**src/rtl/core/hbs_div.sv**
```systemverilog
// Pipelined restoring divider, one quotient bit per stage.
// Depends on nothing; the top level sizes it from hbs_pkg constants.
`default_nettype none

module hbs_div #(
	parameter int NW = 28,
	parameter int DW = 16
) (
	input  wire logic          clk,
	input  wire logic          en,
	input  wire logic [NW-1:0] num,
	input  wire logic [DW-1:0] den,
	output      logic [NW-1:0] quo
);

	logic [DW-1:0] rem_s [NW];
	logic [NW-1:0] num_s [NW];
	logic [NW-1:0] quo_s [NW];

	for (genvar k = 0; k < NW; k++) begin : g_stage
		logic [DW-1:0] rem_i;
		logic [NW-1:0] num_i;
		logic [NW-1:0] quo_i;
		logic [DW:0]   trial;
		logic          fits;

		if (k == 0) begin : g_first
			assign rem_i = '0;
			assign num_i = num;
			assign quo_i = '0;
		end else begin : g_next
			assign rem_i = rem_s[k-1];
			assign num_i = num_s[k-1];
			assign quo_i = quo_s[k-1];
		end

		// bring down the next dividend bit and try the subtraction
		assign trial = {rem_i, num_i[NW-1]};
		assign fits  = trial >= {1'b0, den};

		always_ff @(posedge clk) begin
			if (en) begin
				rem_s[k] <= fits ? DW'(trial - {1'b0, den}) : trial[DW-1:0];
				num_s[k] <= {num_i[NW-2:0], 1'b0};
				quo_s[k] <= {quo_i[NW-2:0], fits};
			end
		end
	end

	assign quo = quo_s[NW-1];

endmodule

`default_nettype wire

```
**config.mk**
```make
export PLATFORM = sky130hd
export DESIGN_NAME = hbs_div
export DESIGN_NICKNAME = d
export VERILOG_FILES = /design/src/rtl/core/hbs_div.sv
export SDC_FILE = /design/constraint.sdc
export NUM_CORES = 2
export LEC_CHECK = 0
export BUFFER_PORTS_ARGS = -buffer_cell sky130_fd_sc_hd__buf_4
export CAP_MARGIN = 20
export CORE_MARGIN = 2
export CORE_UTILIZATION = 59
export CTS_BUF_LIST = sky130_fd_sc_hd__clkbuf_8
export CTS_CLUSTER_SIZE = 28
export DETAILED_ROUTE_END_ITERATION = 6
export PLACE_DENSITY = 0.82
export SYNTH_ARGS = -nofsm -noshare
export SYNTH_HDL_FRONTEND = slang
export SYNTH_SLANG_ARGS = --single-unit
export TNS_END_PERCENT = 100
```
**constraint.sdc**
```tcl
create_clock -name clk -period 4 [get_ports clk]
set_input_delay 0.8 -clock clk [delete_from_list [all_inputs] [get_ports clk]]
set_output_delay 0.8 -clock clk [all_outputs]
set_load 0.05 [all_outputs]
```
==> results.md <==
- Number of synthesized register bits: 1216
- CTS clk-pin slew, worst paths: 0.06 ns
- Crit path kind: primary input to register
- Skew final: 0.03899 ns
- Async SR Flop Fraction: 0
- Fillers: 6977
- Most common cell in the netlist: edfxtp_1
- Num CTS Buffers: 192
- Worst Tran Pin Value: 0.9647 ns
- WP data arrival: 3.88 ns
- Post-synth net total: 4873
- Headroom to the max-slew limit: 0.3569
- Worst hold path type: primary input to register
- Mapped cell area: 60190 µm²
- Sequential share of the synthesized area: 0.6067
- Gate count of the mapped netlist: 4367
- Slew Limit Fails: 0
- Max FO, Critical Path: 14
- Fin crit period: 3.305 ns
- Worst-case clock buffer depth: 3
- I/O Pins: 74
- Total gr overflow: 0
- Max VDD drop: 401.2 µV
- CTS Sinks: 1216
- Status: finished, final reports clean
- First-pass GRT wire length: 188.5 mm
- Core area: 101400 µm²
- Site Rows: 117
- Initial Util: 0.5933
- Power Total: 53.04 mW
- Post-DP HPWL: 80.99 mm
- Area growth, synth to finish: 13.63%
- Post-route ant nets: 0
- Share of cells above drive strength 1: 0.1777
- Routed WL: 118.1 mm
- Die Y: 323.4 µm
- PwrDens: 775.4 nW/µm²
- MaxCap Viol Count: 0
- Vias: 36.52k
- Routed length per instance: 18.64 µm
- Die area: 104600 µm²
- Total Routing Usage GR: 0.2284
- Dpl ws: -0.1436 ns
- First-pass iteration count of the detailed router: 7
- Syn Area/Cell: 13.78 µm²
- GP Congestion: 0.9083
- Initial antenna violation count: 2
- Post-synth top flop: edfxtp_1
- Count of cell types in the netlist: 82
- Post-synth EDFFs: 1216
- Largest net degree at the start of global routing: 119
- Area of the multi-input gates: 22770 µm²
- CP endpoint kind: register
- Sequential Area: 36520 µm²
- Fin. Hold Viols: 0
- Dominant cells by area after synthesis: edfxtp_1 61%, ha_1 9.0%, mux2_2 5.0%
- Worst setup margin: 0.6950 ns
- Max Clk Rate: 302.6 MHz
- LEAKAGE: 26.78 nW
- Vias per inst: 5.764
- Warnings from Yosys: 0
- Commonest cells in the netlist: 1216 x edfxtp_1, 434 x ha_1, 277 x a21oi_1
- Drt drc: 0
- RSZ-0062 raised after global routing: no
- Number of global-route vias before repair: 36.46k
- Final setup viols: 0
- DRT iter0 DRCs: 2797
- # port buffers: 73
- # Post-CTS Setup Buffers: 0
- Post-synth top area share: 0.6067
- CTS root buf: clkbuf_8
- Yosys top cell by area: edfxtp_1
- CTS tree: built
- H-tree Lvls: 4
- Clock insertion delay at the later pin of the skew report: 0.87 ns
- WP data required: 4.58 ns
- NumNets Final: 5308
- Die Wd: 323.4 µm
- Startpoint types: primary input
- Period utilization: 0.8262
cells in the final DEF, fill, tap and decap left out, types with 34 or more instances in the layout:
cell type	count
nor2_1	226
clkinv_1	50
a21o_1	135
nor2b_1	69
nand4_1	66
buf_12	49
buf_4	250
a21oi_1	273
o21a_1	55
edfxtp_1	1216
o21ai_0	172
o21bai_1	34
nand3_1	68
nand2b_1	44
mux2_2	261
inv_1	240
nor3_1	85
xor2_1	107
clkinv_2	34
clkbuf_8	192
xnor2_1	205
ha_1	432
mux2i_1	48
nand2_1	183
through the flow:
| step | hold WS [ns] | std cells | setup TNS (ns) | util | instance area (µm²) |
|---|---|---|---|---|---|
| after floorplan | 0.4003 | 4367 | -3.570 | - | 60310 |
| after global placement | 0.4003 | 5971 | -0.1407 | 0.6366 | 64580 |
| after detailed placement | 0.4045 | 5971 | -4.458 | 0.6366 | 64580 |
| after CTS | 0.005916 | 6331 | 0 | 0.6741 | 68380 |
| after global routing | 0.03992 | 6336 | 0 | 0.6742 | 68400 |
| final | 0.09731 | 6336 | 0 | 0.6742 | 68400 |
cell families after synthesis:
family	share of synthesized area
xor gates and xnor gates	0.04540
muxes	0.05943
DFF	0.6067
and+or+nand+nor	0.07157
buffers and inverters	0.01690
AOI/OAI and AO/OA	0.1012
adders and majority gates	0.09887
final cells by class:
type,count,area share
clock buffer,192,0.03864
inverter,193,0.01070
tap,1368,0.02503
clock inverter,163,0.01623
multi-input combinational,2895,0.3328
timing repair buffer,304,0.04251
sequential,1216,0.5339
antenna,5,0.0001829
registers in the layout, indices dropped and copies added, names as in the netlist:
| name | flops |
|---|---|
| quo_s | 406 |
| num_s | 378 |
| rem_s | 432 |
repair_timing:
action / 4_1_cts / 5_1_grt
resized for setup: 0 / 0
endpoints found under the hold margin: 5 / 0
hold buffers: 5 / 0
per-layer routing:
layer | share of wire | vias to the layer above | track usage | wire length (µm)
met2 | 0.48 | 998 | 0.3781 | 56850
met5 | 0 | - | 0 | 0
li1 | - | 17720 | - | -
met3 | 0.056 | 278 | 0.04007 | 6593
met4 | 0.031 | 0 | 0.08641 | 3702
met1 | 0.43 | 17530 | 0.3024 | 50930
worst paths after layout:
check	slack (ns)	from	endpoint	cells after the start
max	0.70	den[1]	rem_s[0][251]	14
min	0.1	num[25]	num_s[0][25]	1
max reg2reg	0.77	rem_s[0][208]	rem_s[0][234]	11
min reg2reg	0.39	num_s[0][369]	num_s[0][397]	0
worst max-delay path: stages:
cell and delay (ns):
buf_4 0.20, clkinvlp_4 0.18, buf_12 0.19, ha_1 0.32
nor2b_1 0.15, o31ai_1 0.32, a21oi_1 0.20, a211oi_2 0.25
o31ai_1 0.13, o211ai_1 0.18, nand2_1 0.07, a211o_1 0.51
buf_4 0.24, mux2i_1 0.11
report_power, final:
group          switching [mW]  internal (mW)
combinational            11.4           11.4
clock                    4.89           5.38
sequential               1.60           18.4
Note: power is estimated with default switching activity, not from simulation.
